<file path="src/sv/hdlcr_pkg.sv">
`timescale 1ns / 1ps

package hdlcr_pkg;

    localparam logic [7:0]  FLAG_BYTE   = 8'h7E;
    localparam logic [7:0]  ESC_BYTE    = 8'h7D;
    localparam logic [7:0]  ESC_MASK    = 8'h20;
    localparam logic [15:0] CRC_INIT    = 16'hFFFF;
    localparam logic [15:0] CRC_RESIDUE = 16'hF0B8;
    localparam logic [15:0] CRC_POLY    = 16'h8408;

    typedef enum logic [1:0] {
        KIND_DATA  = 2'd0,
        KIND_GOOD  = 2'd1,
        KIND_BAD   = 2'd2,
        KIND_ABORT = 2'd3
    } t_kind;

    typedef struct packed {
        t_kind      kind;
        logic [7:0] data_byte;
        logic [7:0] frame_length;
    } t_result;

    // reflected CRC-16/X.25, one byte
    function automatic logic [15:0] crc_byte(input logic [15:0] crc, input logic [7:0] b);
        logic [15:0] c;
        c = crc ^ {8'h00, b};
        for (int i = 0; i < 8; i++) begin
            if (c[0]) begin
                c = (c >> 1) ^ CRC_POLY;
            end else begin
                c = c >> 1;
            end
        end
        return c;
    endfunction

endpackage

</file>
<file path="src/sv/hdlcr_if.sv">
`timescale 1ns / 1ps

interface hdlcr_rx_if;
    logic       valid;
    logic       ready;
    logic [7:0] rx_byte;

    modport source (output valid, output rx_byte, input ready);
    modport sink   (input valid, input rx_byte, output ready);
endinterface

interface hdlcr_res_if;
    logic       valid;
    logic       ready;
    logic [1:0] kind;
    logic [7:0] data_byte;
    logic [7:0] frame_length;

    modport source (output valid, output kind, output data_byte, output frame_length,
                    input ready);
    modport sink   (input valid, input kind, input data_byte, input frame_length,
                    output ready);
endinterface

interface hdlcr_cfg_if;
    logic valid;
    logic ready;
    logic receive_enable;

    modport source (output valid, output receive_enable, input ready);
    modport sink   (input valid, input receive_enable, output ready);
endinterface

</file>
<file path="src/sv/hdlcr_deframer.sv">
`timescale 1ns / 1ps

module hdlcr_deframer #(
    parameter int MAX_FRAME_BYTES = 128
) (
    input  logic                i_clk,
    input  logic                i_rst_n,
    input  logic                i_valid,
    input  logic [7:0]          i_byte,
    input  logic                i_enable,
    input  logic                i_advance,
    output logic                o_res_valid,
    output hdlcr_pkg::t_result  o_res
);
    import hdlcr_pkg::*;

    localparam logic [7:0] MAX_COUNT = 8'(MAX_FRAME_BYTES);

    logic        r_receiving,  n_receiving;
    logic        r_last_flag,  n_last_flag;
    logic        r_escape,     n_escape;
    logic [7:0]  r_count,      n_count;
    logic [15:0] r_crc,        n_crc;
    logic [7:0]  r_hold_older, n_hold_older;
    logic [7:0]  r_hold_newer, n_hold_newer;

    logic        is_flag, is_esc, start, take, close, stream;
    logic [7:0]  base_count, inc_count, ub;
    logic [15:0] base_crc;

    always_comb begin
        is_flag    = (i_byte == FLAG_BYTE);
        is_esc     = (i_byte == ESC_BYTE);
        start      = !r_receiving && r_last_flag && !is_flag;
        take       = start || (r_receiving && !is_flag);
        close      = r_receiving && is_flag;
        base_count = start ? 8'd0 : r_count;
        base_crc   = start ? CRC_INIT : r_crc;
        ub         = r_escape ? (i_byte ^ ESC_MASK) : i_byte;
        stream     = (base_count >= 8'd2);
        inc_count  = base_count + 8'd1;
    end

    always_comb begin
        n_receiving  = r_receiving;
        n_last_flag  = r_last_flag;
        n_escape     = r_escape;
        n_count      = r_count;
        n_crc        = r_crc;
        n_hold_older = r_hold_older;
        n_hold_newer = r_hold_newer;
        o_res_valid  = 1'b0;
        o_res        = '{kind: KIND_DATA, data_byte: 8'd0, frame_length: 8'd0};
        if (i_valid && i_enable) begin
            n_last_flag = is_flag;
            if (take && is_esc) begin
                n_escape    = 1'b1;
                n_receiving = 1'b1;
                n_count     = base_count;
                n_crc       = base_crc;
            end else if (take) begin
                n_escape     = 1'b0;
                n_crc        = crc_byte(base_crc, ub);
                n_hold_older = r_hold_newer;
                n_hold_newer = ub;
                if (inc_count >= MAX_COUNT) begin
                    n_receiving = 1'b0;
                    n_count     = 8'd0;
                    o_res_valid = 1'b1;
                    o_res.kind  = KIND_ABORT;
                end else begin
                    n_receiving = 1'b1;
                    n_count     = inc_count;
                    if (stream) begin
                        o_res_valid     = 1'b1;
                        o_res.data_byte = r_hold_older;
                    end
                end
            end else if (close) begin
                n_receiving        = 1'b0;
                n_count            = 8'd0;
                o_res_valid        = 1'b1;
                o_res.frame_length = (r_count >= 8'd2) ? r_count - 8'd2 : 8'd0;
                o_res.kind         = ((r_count >= 8'd2) && (r_crc == CRC_RESIDUE))
                                     ? KIND_GOOD : KIND_BAD;
            end
        end
    end

    always_ff @(posedge i_clk) begin
        if (!i_rst_n) begin
            r_receiving  <= 1'b0;
            r_last_flag  <= 1'b1;
            r_escape     <= 1'b0;
            r_count      <= 8'd0;
            r_crc        <= CRC_INIT;
            r_hold_older <= 8'd0;
            r_hold_newer <= 8'd0;
        end else if (i_advance) begin
            r_receiving  <= n_receiving;
            r_last_flag  <= n_last_flag;
            r_escape     <= n_escape;
            r_count      <= n_count;
            r_crc        <= n_crc;
            r_hold_older <= n_hold_older;
            r_hold_newer <= n_hold_newer;
        end
    end

endmodule

</file>
<file path="src/sv/hdlcr_out_reg.sv">
`timescale 1ns / 1ps

module hdlcr_out_reg (
    input  logic               i_clk,
    input  logic               i_rst_n,
    input  logic               i_valid,
    input  hdlcr_pkg::t_result i_res,
    output logic               o_can_take,
    hdlcr_res_if.source        o_res
);
    import hdlcr_pkg::*;

    logic    r_valid;
    t_result r_res;

    assign o_can_take = !r_valid || o_res.ready;

    always_ff @(posedge i_clk) begin
        if (!i_rst_n) begin
            r_valid <= 1'b0;
        end else if (o_can_take) begin
            r_valid <= i_valid;
        end
    end

    always_ff @(posedge i_clk) begin
        if (o_can_take && i_valid) begin
            r_res <= i_res;
        end
    end

    assign o_res.valid        = r_valid;
    assign o_res.kind         = r_res.kind;
    assign o_res.data_byte    = r_res.data_byte;
    assign o_res.frame_length = r_res.frame_length;

endmodule

</file>
<file path="src/sv/hdlc_frame_receiver.sv">
`timescale 1ns / 1ps

// channel   dir  payload                          request moves
// i_rx      in   rx_byte[7:0]                     one raw line byte
// o_res     out  kind[1:0] data_byte frame_length zero or one result per byte
// i_cfg     in   receive_enable                   enable register write
//
// One byte per cycle sustained while results are taken; a result passes from
// the input register, which captures its byte when it is taken, to the result
// register. CRC and unescape are combinational between the two. Reset is
// synchronous, active low, and clears all frame state. A stalled result holds
// the result register and, through it, the input register; ready falls only
// while both are full.

module hdlc_frame_receiver #(
    parameter int MAX_FRAME_BYTES = 128
) (
    input  logic        i_clk,
    input  logic        i_rst_n,
    hdlcr_rx_if.sink    i_rx,
    hdlcr_res_if.source o_res,
    hdlcr_cfg_if.sink   i_cfg
);
    import hdlcr_pkg::*;

    logic       r_enable;
    logic       r_in_valid;
    logic [7:0] r_in_byte;
    logic       can_take;
    logic       res_valid;
    t_result    res;

    assign i_cfg.ready = 1'b1;
    assign i_rx.ready  = !r_in_valid || can_take;

    always_ff @(posedge i_clk) begin
        if (!i_rst_n) begin
            r_enable <= 1'b0;
        end else if (i_cfg.valid) begin
            r_enable <= i_cfg.receive_enable;
        end
    end

    always_ff @(posedge i_clk) begin
        if (!i_rst_n) begin
            r_in_valid <= 1'b0;
        end else if (i_rx.ready) begin
            r_in_valid <= i_rx.valid;
        end
    end

    always_ff @(posedge i_clk) begin
        if (i_rx.ready && i_rx.valid) begin
            r_in_byte <= i_rx.rx_byte;
        end
    end

    hdlcr_deframer #(
        .MAX_FRAME_BYTES (MAX_FRAME_BYTES)
    ) u_deframer (
        .i_clk       (i_clk),
        .i_rst_n     (i_rst_n),
        .i_valid     (r_in_valid),
        .i_byte      (r_in_byte),
        .i_enable    (r_enable),
        .i_advance   (can_take),
        .o_res_valid (res_valid),
        .o_res       (res)
    );

    hdlcr_out_reg u_out_reg (
        .i_clk      (i_clk),
        .i_rst_n    (i_rst_n),
        .i_valid    (res_valid),
        .i_res      (res),
        .o_can_take (can_take),
        .o_res      (o_res)
    );

endmodule

</file>
<file path="src/flat_wrapper.sv">
// flat-port wrapper written by rule: the top's interface ports become plain ports
module hdlc_frame_receiver_flat import hdlcr_pkg::*;
#(
    parameter int MAX_FRAME_BYTES = 128
)
  (i_clk, i_rst_n, i_rx_valid, i_rx_rx_byte, i_rx_ready, o_res_valid, o_res_kind, o_res_data_byte, o_res_frame_length, o_res_ready, i_cfg_valid, i_cfg_receive_enable, i_cfg_ready);
  hdlcr_rx_if i_rx_i ();
  hdlcr_res_if o_res_i ();
  hdlcr_cfg_if i_cfg_i ();
  input  logic i_clk;
  input  logic i_rst_n;
  input wire logic [$bits(i_rx_i.valid)-1:0] i_rx_valid;
  input wire logic [$bits(i_rx_i.rx_byte)-1:0] i_rx_rx_byte;
  output wire logic [$bits(i_rx_i.ready)-1:0] i_rx_ready;
  output wire logic [$bits(o_res_i.valid)-1:0] o_res_valid;
  output wire logic [$bits(o_res_i.kind)-1:0] o_res_kind;
  output wire logic [$bits(o_res_i.data_byte)-1:0] o_res_data_byte;
  output wire logic [$bits(o_res_i.frame_length)-1:0] o_res_frame_length;
  input wire logic [$bits(o_res_i.ready)-1:0] o_res_ready;
  input wire logic [$bits(i_cfg_i.valid)-1:0] i_cfg_valid;
  input wire logic [$bits(i_cfg_i.receive_enable)-1:0] i_cfg_receive_enable;
  output wire logic [$bits(i_cfg_i.ready)-1:0] i_cfg_ready;
  assign i_rx_i.valid = i_rx_valid;
  assign i_rx_i.rx_byte = i_rx_rx_byte;
  assign i_rx_ready = i_rx_i.ready;
  assign o_res_valid = o_res_i.valid;
  assign o_res_kind = o_res_i.kind;
  assign o_res_data_byte = o_res_i.data_byte;
  assign o_res_frame_length = o_res_i.frame_length;
  assign o_res_i.ready = o_res_ready;
  assign i_cfg_i.valid = i_cfg_valid;
  assign i_cfg_i.receive_enable = i_cfg_receive_enable;
  assign i_cfg_ready = i_cfg_i.ready;
  hdlc_frame_receiver #(.MAX_FRAME_BYTES(MAX_FRAME_BYTES)) u_core (.i_clk(i_clk), .i_rst_n(i_rst_n), .i_rx(i_rx_i), .o_res(o_res_i), .i_cfg(i_cfg_i));
endmodule
</file>
<file path="config.mk">
export PLATFORM = sky130hd
export DESIGN_NAME = hdlc_frame_receiver_flat
export DESIGN_NICKNAME = d
export VERILOG_FILES = /design/src/sv/hdlcr_pkg.sv /design/src/sv/hdlcr_if.sv /design/src/sv/hdlcr_deframer.sv /design/src/sv/hdlcr_out_reg.sv /design/src/sv/hdlc_frame_receiver.sv /design/src/flat_wrapper.sv
export SDC_FILE = /design/constraint.sdc
export NUM_CORES = 1
export LEC_CHECK = 0
export BUFFER_PORTS_ARGS = -buffer_cell sky130_fd_sc_hd__buf_2
export CORE_ASPECT_RATIO = 2
export CORE_MARGIN = 5
export CORE_UTILIZATION = 27
export CTS_CLUSTER_SIZE = 12
export DETAILED_ROUTE_END_ITERATION = 12
export MAX_ROUTING_LAYER = met4
export SLEW_MARGIN = 15
export SYNTH_ARGS = -nofsm -noshare
export SYNTH_HDL_FRONTEND = slang
export SYNTH_SLANG_ARGS = --single-unit
</file>
<file path="constraint.sdc">
create_clock -name i_clk -period 3.6 [get_ports i_clk]
set_clock_uncertainty 0.05 [all_clocks]
set_input_delay 0.72 -clock i_clk [delete_from_list [all_inputs] [get_ports i_clk]]
set_output_delay 0.72 -clock i_clk [all_outputs]
set_load 0.01 [all_outputs]
</file>
==> out/results.ini <==
[routing]
number_of_drc_markers_in_iteration_0=185
detail_route.wl_per_cell_um=16.08
vias=2811
firstDrtPassIters=4
detail_route.drc_violations=0
vias_per_cell=5.047
antenna_violating_nets_left=0
detailed_route_wire_length_um=8959

[placement]
dp_hpwl_um=6862
routabilityCongestion=0.8744
postPlaceCellArea_sq_mm=0.003884
port_buffers=33
place_ws_ps=945.6

[setup_path]
worst_setup_path_start_kind=flip-flop
worst_r2r_endpoint=u_core.u_out_reg.o_res.frame_length[6]
timing.critical_path.fanout_max=12
cp_data_required_time_ps=3590
worstSetupStartpoint=u_core.r_in_byte[1]
critical_path.reg2reg.startpoint=u_core.r_in_byte[1]
cp.arrival_ps=2650
worstRegToRegCells=7
critical_path.endpoint_type=flip-flop
crit_end=u_core.u_out_reg.o_res.frame_length[6]
cp_class=flip-flop to flip-flop
r2r_setup_slack_ps=940

[synth]
yosysTopAreaCellShare_pct=25.56
postSynthCellCount=376
postSynth.topFlopCell=sky130_fd_sc_hd__dfxtp_1
yosysWarnings=0
ys_types=65
synthesis.area_per_instance_sq_um=9.584
synth_fp_nets=392
postSynthRegisterBits=72
cell_with_the_most_instances_after_synthesis=sky130_fd_sc_hd__nand2_1
synth-seq-area-share_pct=47.22
netlist.top_cell.by_area=sky130_fd_sc_hd__dfxtp_1
synth_edf_count=26
synth_common_cells=59 x sky130_fd_sc_hd__nand2_1, 46 x sky130_fd_sc_hd__dfxtp_1, 30 x sky130_fd_sc_hd__nor2_1
ys_top_cells_by_area=sky130_fd_sc_hd__dfxtp_1 26%, sky130_fd_sc_hd__edfxtp_1 22%, sky130_fd_sc_hd__nand2_1 6.1%
syn_area_sq_mm=0.003603
async_reset_ff_share_pct=0

[clock_network]
clock_tree.htree_level_count=3
source_to_sink_clock_delay_at_the_later_pin_of_the_worst_skew_pair_ps=340
cts_root_buf=sky130_fd_sc_hd__clkbuf_16
cts.sink_count=72
cts_hold_buf=0
clk_pin_slew_ps=60
cts_post_setup_buffers_inserted=0
clk_path_buf_depth=2
cts.repair.resized=0
numCtsBuffers=9
cts_tree=done

[timing]
setup_slack_ps=941.1
report.final.slew_viol_count=0
fin_crit_period_ps=2659
timing.final.setup_violations=0
unrepaired_setup_endpoints_after_global_routing=false
max_slew_margin_pct=45.33
hold_violations_final=0
setup-tns-final_ps=0
tightestPinTransition_ps=819.2
final.period_utilization_pct=73.86
max_freq_mhz=376.1

[layout]
diodes=0
flow.area_growth_from_synthesis_pct=16.01
fin_area_sq_mm=0.004180
design.final.nets=416
filler_cell_count=1319
finish.utilization_pct=31.99
post_route_cells_drive_above_1_share_pct=17.78

[die]
placementRows=59
floorplan.core_area_sq_mm=0.01307
design.portCount=35
floorplan.die.height_um=173.4
initial_standard_cell_utilization_of_the_core_pct=27.58
die_x_um=91.69
die_area_sq_mm=0.01590

[status]
status=finished, final reports clean

[pwr]
vdd_ir_drop_max_mv=0.1996
power.total_mw=1.894
pleak_nw=1.465
power_density_mw_per_mm2=453.1

[grt]
grt_pass1_vias=2863
grt_max_degree=25
leftover_overflow_at_the_end_of_global_routing=0
grt_antenna_before_repair=0
grt_first_pass_wirelength_um=14510
grt_util_all_layers_pct=12.12

[worst_hold_path]
min_delay_path_depth=2
timing.hold.worst.class=flip-flop to flip-flop

[flow_run]
max_cap_viol_count=0

[routing by layer]
layer	vias up	GRT usage, %	part of all wire [%]
met2	91	22.32	56
met5	-	-	0
met4	0	8.313	5.7
li1	1371	-	-
met1	1317	10.52	34
met3	32	2.824	4.4
[power breakdown]
part | switching [mW] | internal [mW]
clock | 0.342 | 0.535
sequential | 0.0298 | 0.856
combinational | 0.0778 | 0.0524
[registers in the layout (all words and copies together) (netlist names), 2 cells and up]
| signal | cells |
|---|---|
| u_core.u_deframer.r_hold_newer | 8 |
| u_core.u_deframer.r_count | 8 |
| u_core.u_deframer.r_crc | 16 |
| u_core.u_out_reg.o_res.data_byte | 8 |
| u_core.u_out_reg.o_res.kind | 2 |
| u_core.r_in_byte | 8 |
| u_core.u_deframer.r_hold_older | 8 |
| u_core.u_out_reg.o_res.frame_length | 8 |
[how the worst min path moves through the flow]
stage / end / startpoint / slack (ps)
after floorplan: u_core.u_deframer.r_hold_older[0] / u_core.u_deframer.r_hold_older[0] / 380
after global placement: u_core.u_deframer.r_hold_older[0] / u_core.u_deframer.r_hold_newer[0] / 390
after detailed placement: u_core.u_deframer.r_hold_newer[6] / u_core.u_deframer.r_hold_newer[6] / 400
after CTS: u_core.u_deframer.r_hold_older[7] / u_core.u_deframer.r_hold_newer[7] / 400
after global routing: u_core.u_deframer.r_hold_older[5] / u_core.u_deframer.r_hold_older[5] / 410
final: u_core.u_deframer.r_hold_older[5] / u_core.u_deframer.r_hold_newer[5] / 400
[cells in the final DEF, fill, tap and decap left out, drive strengths merged, types with 4 or more instances in the layout]
cell type	count
dfxtp	46
clkbuf	9
edfxtp	26
o22a	7
mux2i	4
nand2	60
nor2b	4
o22ai	7
nor3	12
and2	9
o21ai	6
inv	11
nand3	7
nor2	31
or3	5
xor2	17
nor4	6
xnor2	21
a21oi	26
buf	38
[cells by family after synthesis]
kind of cell / after synthesis / synth area share, %
AOI/OAI and AO/OA: 71 / 14.38
xor gates and xnor gates: 38 / 9.653
adders and majority gates: 2 / 0.6943
buffers and inverters: 35 / 4.410
DFF: 72 / 47.22
muxes: 4 / 1.111
other: 1 / 0.1041
and+or+nand+nor: 153 / 22.43
[worst max-delay path: stages, from the launching register on]
cell and delay, ps:
sky130_fd_sc_hd__edfxtp_1 600, sky130_fd_sc_hd__and4b_1 300, sky130_fd_sc_hd__nand2_2 130, sky130_fd_sc_hd__a21oi_1 140
sky130_fd_sc_hd__nor3_1 340, sky130_fd_sc_hd__nand2_1 110, sky130_fd_sc_hd__a21oi_2 410, sky130_fd_sc_hd__buf_4 290
[cell type report]
class | count | area (sq um) | share of cell area (%)
Timing Repair Buffer | 38 | 202.7 | 4.849
Sequential cell | 72 | 1702 | 40.71
Tap cell | 152 | 190.2 | 4.550
Clock buffer | 9 | 225.2 | 5.388
Inverter | 10 | 37.54 | 0.8979
Multi-Input combinational cell | 269 | 1752 | 41.90
Clock inverter | 7 | 71.32 | 1.706
[through the flow]
stage	hold slack, ps	cells
after floorplan	381.7	376
after global placement	386.8	541
after global routing	415.0	557
after detailed placement	396.5	541
after CTS	403.5	557
final	401.0	557
No activity file was read; power rests on OpenSTA's default activity.
